$ cat src/rtl/core/unht_pkg.sv
`timescale 1ns / 1ps
// shared types and constants for the unique node hash table
package unht_pkg;

    // bucket count must be a power of two: the bucket index is the low bits of the hash sum
    localparam int BUCKETS      = 1024;
    localparam int POOL_ENTRIES = 2048;
    localparam int ID_BITS      = 20;

    localparam int BUCKET_BITS = $clog2(BUCKETS);
    localparam int IDX_BITS    = $clog2(POOL_ENTRIES);
    localparam int COUNT_BITS  = $clog2(POOL_ENTRIES + 1);
    localparam int HASH_BITS   = ID_BITS + 11;

    localparam logic [1:0] KIND_NEG = 2'd3;
    localparam logic       OP_FIND  = 1'b0;
    localparam logic       OP_INS   = 1'b1;

    typedef struct packed {
        logic               op;
        logic [1:0]         kind;
        logic [ID_BITS-1:0] left_id;
        logic [ID_BITS-1:0] right_id;
        logic [ID_BITS-1:0] new_id;
        logic [ID_BITS-1:0] new_var;
    } in_item_t;

    typedef struct packed {
        logic               hit;
        logic               full_res;
        logic [ID_BITS-1:0] node_id;
        logic [ID_BITS-1:0] node_var;
    } out_item_t;

    // classified command handed from front to back
    typedef struct packed {
        logic                   op;
        logic [1:0]             kind;
        logic [ID_BITS-1:0]     left_id;
        logic [ID_BITS-1:0]     right_id;
        logic [ID_BITS-1:0]     new_id;
        logic [ID_BITS-1:0]     new_var;
        logic [BUCKET_BITS-1:0] bucket;
    } cmd_t;

    typedef struct packed {
        logic                valid;
        logic [IDX_BITS-1:0] idx;
    } head_t;

    typedef struct packed {
        logic [1:0]          kind;
        logic [ID_BITS-1:0]  left_id;
        logic [ID_BITS-1:0]  right_id;
        logic [ID_BITS-1:0]  ident;
        logic [ID_BITS-1:0]  nvar;
        logic                next_valid;
        logic [IDX_BITS-1:0] next;
    } entry_t;

endpackage

$ cat src/rtl/core/unht_front.sv
`timescale 1ns / 1ps
// front end: accepts items, folds negation keys, hashes, and queues commands
module unht_front (
    input  logic              clk,
    input  logic              rst_n,
    input  logic              push,
    output logic              full,
    input  unht_pkg::in_item_t item,
    output logic              cmd_empty,
    input  logic              cmd_pop,
    output unht_pkg::cmd_t    cmd
);
    import unht_pkg::*;

    // two-entry command queue: one pointer bit per side
    cmd_t                  q_mem [2];
    logic                  wr_ptr_reg, wr_ptr_next;
    logic                  rd_ptr_reg, rd_ptr_next;
    logic [1:0]            cnt_reg, cnt_next;
    logic                  do_push, do_pop;
    logic [ID_BITS-1:0]    right_eff;
    logic [HASH_BITS-1:0]  hash_sum;
    cmd_t                  cmd_in;

    assign full      = (cnt_reg == 2'd2);
    assign cmd_empty = (cnt_reg == 2'd0);
    assign do_push   = push && !full;
    assign do_pop    = cmd_pop && !cmd_empty;
    assign cmd       = q_mem[rd_ptr_reg];

    // negation uses the left operand on both sides of the key
    assign right_eff = (item.kind == KIND_NEG) ? item.left_id : item.right_id;
    assign hash_sum  = HASH_BITS'(item.kind) * HASH_BITS'(2047)
                     + HASH_BITS'(item.left_id) * HASH_BITS'(1023)
                     + HASH_BITS'(right_eff);

    always_comb
    begin
        cmd_in.op       = item.op;
        cmd_in.kind     = item.kind;
        cmd_in.left_id  = item.left_id;
        cmd_in.right_id = right_eff;
        cmd_in.new_id   = item.new_id;
        cmd_in.new_var  = item.new_var;
        cmd_in.bucket   = hash_sum[BUCKET_BITS-1:0];
    end

    always_comb
    begin
        wr_ptr_next = do_push ? ~wr_ptr_reg : wr_ptr_reg;
        rd_ptr_next = do_pop ? ~rd_ptr_reg : rd_ptr_reg;
        cnt_next    = cnt_reg + 2'(do_push) - 2'(do_pop);
    end

    always_ff @(posedge clk or negedge rst_n)
    begin
        if (!rst_n)
        begin
            wr_ptr_reg <= 1'b0;
            rd_ptr_reg <= 1'b0;
            cnt_reg    <= 2'd0;
        end
        else
        begin
            wr_ptr_reg <= wr_ptr_next;
            rd_ptr_reg <= rd_ptr_next;
            cnt_reg    <= cnt_next;
        end
    end

    always_ff @(posedge clk)
    begin
        if (do_push)
        begin
            q_mem[wr_ptr_reg] <= cmd_in;
        end
    end

endmodule

$ cat config.mk
export PLATFORM = sky130hd
export DESIGN_NAME = unht_front
export DESIGN_NICKNAME = d
export VERILOG_FILES = /design/src/rtl/core/unht_pkg.sv /design/src/rtl/core/unht_front.sv
export SDC_FILE = /design/constraint.sdc
export NUM_CORES = 1
export LEC_CHECK = 0
export BUFFER_PORTS_ARGS = -buffer_cell sky130_fd_sc_hd__buf_2
export CAP_MARGIN = 40
export CORE_ASPECT_RATIO = 0.8
export CORE_MARGIN = 3
export CORE_UTILIZATION = 55
export DETAILED_ROUTE_END_ITERATION = 8
export HOLD_SLACK_MARGIN = 0.03
export PLACE_DENSITY = 0.89
export SLEW_MARGIN = 20
export SYNTH_ARGS = -nofsm -noshare
export SYNTH_HDL_FRONTEND = slang
export SYNTH_SLANG_ARGS = --single-unit
$ cat constraint.sdc
create_clock -name clk -period 5.9 [get_ports clk]
set_input_delay 0.295 -clock clk [delete_from_list [all_inputs] [get_ports clk]]
set_output_delay 0.295 -clock clk [all_outputs]
set_load 0.01 [all_outputs]
After elaboration in Yosys (flattened, before gate mapping) --
Memories as Yosys holds them, arrays and structs flattened. Cells that the tools add are included.
Operators by class: equal/unequal tests 2, multiply operators 2, reduce and logical (&&, ||, !) cells 5, multiplexer cells 3, bitwise gates (word level) 2, $add $sub $neg 4
Operator list (count):
- 10-bit adder | 2
- 20-bit by 10-bit multiplier with 10-bit output (second input constant) | 1
- 20-bit 2-to-1 mux | 1
- 2-bit by 11-bit multiplier with 10-bit output (second input constant) | 1
- 2-bit == test (second input constant) | 2
- 2-bit by 1-bit adder with 2-bit output | 1
- 1-bit logical AND | 2
- 1-bit zero test | 2
- 2-bit zero test | 1
- 1-bit 2-to-1 mux | 2
- 1-bit inverter | 2
- 2-bit by 1-bit subtractor with 2-bit output | 1
Storage, ports and cells: register bits after elaboration 4, word-level logic and storage cells 22, bits of input ports 87, output and inout bits 95, memories 1, RAM bits 186
Memories:
- q_mem | depth 2, bits a word 93, rd ports 1, clocked after memory_dff 0, write ports 1, line unht_front.sv:16 | cmd_t q_mem [2];

Logic depth before layout (Yosys ltp) --
depth after elaboration 5, mapped depth 17, gate-level depth less buffers 16

Worst setup path before layout --
Ideal clock, no wire load.
path type register -> register, start reg cnt_reg[1], end mem q_mem[0][0] (netlist name) (enable), stages on the path, launching flop included 4, data arrival time 4.469 ns, setup time 0.545 ns, required time 5.355 ns, buffers on the path 0, clock period less this slack 5.014 ns, setup slack 0.886 ns, cell sequence dfrtp_1 -> nand2b_1 -> nand2_1 -> nor2_1
On the way: word-level cells in the longest chain between the ends 5
RTL lines:
- start: declaration | line unht_front.sv:19 | logic [1:0] cnt_reg, cnt_next;
- start signal: assignment | line unht_front.sv:67 | cnt_reg <= cnt_next;
- 2-bit == test | line unht_front.sv:25 | assign full = (cnt_reg == 2'd2);
- 1-bit zero test | line unht_front.sv:27 | assign do_push = push && !full;
- 1-bit logical AND | line unht_front.sv:27
- 1-bit 2-to-1 mux | line unht_front.sv:73 | if (do_push)
- 1-bit 2-to-1 mux (implied by the code) | line unht_front.sv:75 | q_mem[wr_ptr_reg] <= cmd_in;
- end: declaration | line unht_front.sv:16
No other way between the ends.

Worst setup path in the final report --
start in item[80] (netlist name), end mem q_mem[0][9] (netlist name), data pin
On the way: word-level cells in the longest chain between the ends 3, elaborated cells on any way between the ends 5, those cells by class add/sub (2); mul (1); eq/ne (1); mux (1)
RTL lines:
- start: declaration | line unht_front.sv:8 | input unht_pkg::in_item_t item,
- 2-bit by 11-bit multiplier with 10-bit output / 2-bit == test (equally long branches) | line unht_front.sv:33, unht_front.sv:32
- 10-bit adder / 20-bit 2-to-1 mux (equally long branches) | line unht_front.sv:34, unht_front.sv:32
- 10-bit adder * | line unht_front.sv:35 | + HASH_BITS'(right_eff);
- named net hash_sum[9] | line unht_front.sv:22 | logic [HASH_BITS-1:0] hash_sum;
Mark *: on every way through the listed nets, which the timed path passes. The rest lies on a longest branch.

==> out/metrics.csv <==
metric,value,unit
total vias in the final route,4711,
origin of the worst min-delay path,item[39],
clock sink total,190,
number of enable flip-flop cells after synthesis,186,
via count of the first global-routing pass,4918,
height of the die,119,µm
Boundary Pins,182,
count of pins over their slew limit,0,
area of combinational cells with multiple inputs,2820,µm²
count of buffers from port buffering,181,
Detailed Route Iter0 Violations,249,
fraction of synthesis flops using an asynchronous set or reset pin,0.0211,
crit path time final,4.20,ns
GRT Resource Usage Total,0.193,
worst slew margin relative to its limit,0.503,
footprint of the flip-flops and latches,5690,µm²
area of placed instances,10000,µm²
IR Drop Worst-Case VDD,328,µV
syn_nets,660,
cells along the critical path,buf_2 -> inv_1 -> fa_1 -> fa_1 -> inv_1 -> fa_1 -> inv_1 -> fa_1 -> fa_1 -> inv_1 -> ha_1 -> a21oi_1 -> nor2_1 -> nor2_1 -> o21ai_0 -> xnor2_1,
clock latency at the later pin of the worst-skew pair,0.42,ns
Leak,4.33,nW
clock-pin slew on the worst setup and hold paths,0.07,ns
antenna-violating nets left,0,
relative area change from synthesis to final layout,20.8,%
buffers inserted by post-CTS timing repair,0,
area fraction of the dominant cell type after synthesis,0.633,
total power,0.00554,W
Min Hold Slack,0.0576,ns
share of post-route cells with drive strength above 1,0.460,
number of antenna violations at the first check in global routing,1,
worst-margin pin slew,0.746,ns
flop and latch count out of synthesis,190,
Clock Skew,0.00620,ns
final routed wirelength across all metal layers,16400,µm
width of the chip,148,µm
max frequency,0.238,GHz
number of gates given a new drive strength after cts,0,
class of the most critical hold timing path,primary input to flip-flop,
kind of critical path,primary input to flip-flop,
Min-Delay Path Depth,1,
Crit. End Element,flip-flop,
summed instance area of the synthesized netlist,8820,µm²
Hold Crit Endpoint,q_mem[1][49]$_DFFE_PP_,
residual overflow from global routing,0,
final period utilization,0.711,
average instance area after synthesis,17.5,µm²
clock root cell,clkbuf_16,
number of distinct library cell variants in the gate-level netlist after synthesis,23,
status,"complete, no violations",
data required time of the worst path,6.07,ns
number of detailed-routing iterations run before antenna repair,5,
global-route wire length before repair,26000,µm
r2r setup slk,3.39,ns
final design area excluding fillers,10700,µm²
count of endpoints failing hold in the final timing report,0,
unrepaired setup endpoints after global routing,false,
endpoints failing setup,0,
post-detailed-route via-to-cell ratio,5.10,
buffers and inverters on the worst path,5,
worst path setup slack after routing,1.70,ns
Largest register FFs,186,
DRC errors left,0,
count of synthesis-stage warnings from yosys,0,
origin of the critical flop-to-flop path,cnt_reg[0]$_DFF_PN0_,
slowest library cell on the worst path,fa_1,
kind of start point of the critical path,primary input,
Synth area leader,edfxtp_1,
total number of H-tree levels,4,
sum of negative setup slack,0,ns
sequential share of the synthesized area,0.645,
Place WS,1.24,ns
top-count cell post-synth,edfxtp_1,
cell repeated most along the worst path,fa_1,
synth cell count leaders,"edfxtp_1, mux2_2, inv_1",
endpoint arrival time on the critical path,4.36,ns
most instantiated flip-flop cell in the synthesis netlist,edfxtp_1,
top cell family by delay on the critical path,adder cells,
FF-to-FF path depth,5,
number of hold buffers added after cts,1,
GP Congestion,0.860,
delay of the slowest critical-path stage,0.52,ns
number of nets in the finished design,857,
core outline area,15400,µm²
number of core rows,40,
MaxCap Viol Count,0,
fill cell total of the finished layout,1042,
CTS tree,yes,
Clock Path Buffers,2,
largest fanout on the critical path,9,
largest net degree at the start of global routing,61,
starting density of the core,0.574,
dpl hpwl,11900,µm
WL per Instance,17.8,µm
top area cells in the synthesized netlist,"edfxtp_1, mux2_2, fa_1, ha_1, inv_1",
clock buffers created by TritonCTS,17,
cell count after synthesis,503,
endpoint of the lowest-slack register-to-register path,q_mem[0][46]$_DFFE_PP_,
power density normalized to cell area,520,nW/µm²
Die ar.,17600,µm²
[cell families (layout without fill, tap and decap cells)]
kind of cell             Yosys count  count (layout)  synth area share
flip-flops                       190             190             0.645
multiplexers                     114             114             0.144
buffers and inverters             85             295            0.0372
adder cells (fa/ha/maj)           70              70             0.136
XOR/XNOR                          25              25            0.0272
AND/OR/NAND/NOR                   11              11           0.00553
AO/OA/AOI/OAI                      8               8           0.00511
other                              0               1                 0
[per-layer routing]
metal	vias to the layer above	global-route usage	share of wire
li1	2186	-	-
met1	2336	0.258	0.42
met2	175	0.318	0.50
met3	12	0.0536	0.075
met4	2	0.0448	0.0064
met5	-	0	0.00079
[worst max-delay path by stage]
stage / startpoint / end / cells past startpoint
floorplan: cnt_reg[1]$_DFF_PN0_ / q_mem[0][0]$_DFFE_PP_ / 3
global placement: item[80] / q_mem[0][9]$_DFFE_PP_ / 16
detailed placement: item[80] / q_mem[0][9]$_DFFE_PP_ / 15
CTS: item[80] / q_mem[0][9]$_DFFE_PP_ / 15
global route: item[80] / q_mem[0][9]$_DFFE_PP_ / 15
finish: item[80] / q_mem[0][9]$_DFFE_PP_ / 16
[cell type report]
type / instances / area share
sequential: 190 / 0.534
timing repair buffer: 190 / 0.0959
multi-input combinational: 228 / 0.265
inverter: 73 / 0.0257
antenna: 1 / 0.000235
clock inverter: 14 / 0.0143
clock buffer: 18 / 0.0403
tap: 210 / 0.0247
[where the power goes]
part / total [W] / switching, W / internal [W]
clock network: 0.00109 / 0.000528 / 0.000567
logic: 0.00229 / 0.00122 / 0.00107
registers: 0.00215 / 0.000127 / 0.00202
[stage by stage]
stage               cells  utilization
floorplan             503            -
finish                924        0.693
detailed placement    887        0.651
global placement      886        0.650
global route          923        0.693
CTS                   920        0.690
[placed cells by master (no fill, tap or decap)]
cell,n
inv_1,73
fa_1,43
dlygate4sd3_1,3
nand2_1,4
dfrtp_4,1
a21o_1,1
inv_8,4
diode_2,1
buf_4,4
clkinv_4,1
buf_2,181
nor2b_1,1
xnor2_2,1
dfrtp_1,3
inv_12,1
clkinv_8,3
ha_1,27
xnor2_1,20
nor2_4,1
xnor3_1,1
and3_4,1
o21ai_0,2
nor2_1,3
xor2_1,3
clkinv_2,2
clkbuf_16,17
clkinvlp_4,2
a21oi_1,4
inv_6,1
mux2_2,106
mux2i_1,8
clkbuf_1,1
edfxtp_1,186
nand2b_1,1
buf_16,2
o21bai_1,1
(Power assumes the default switching activity.)
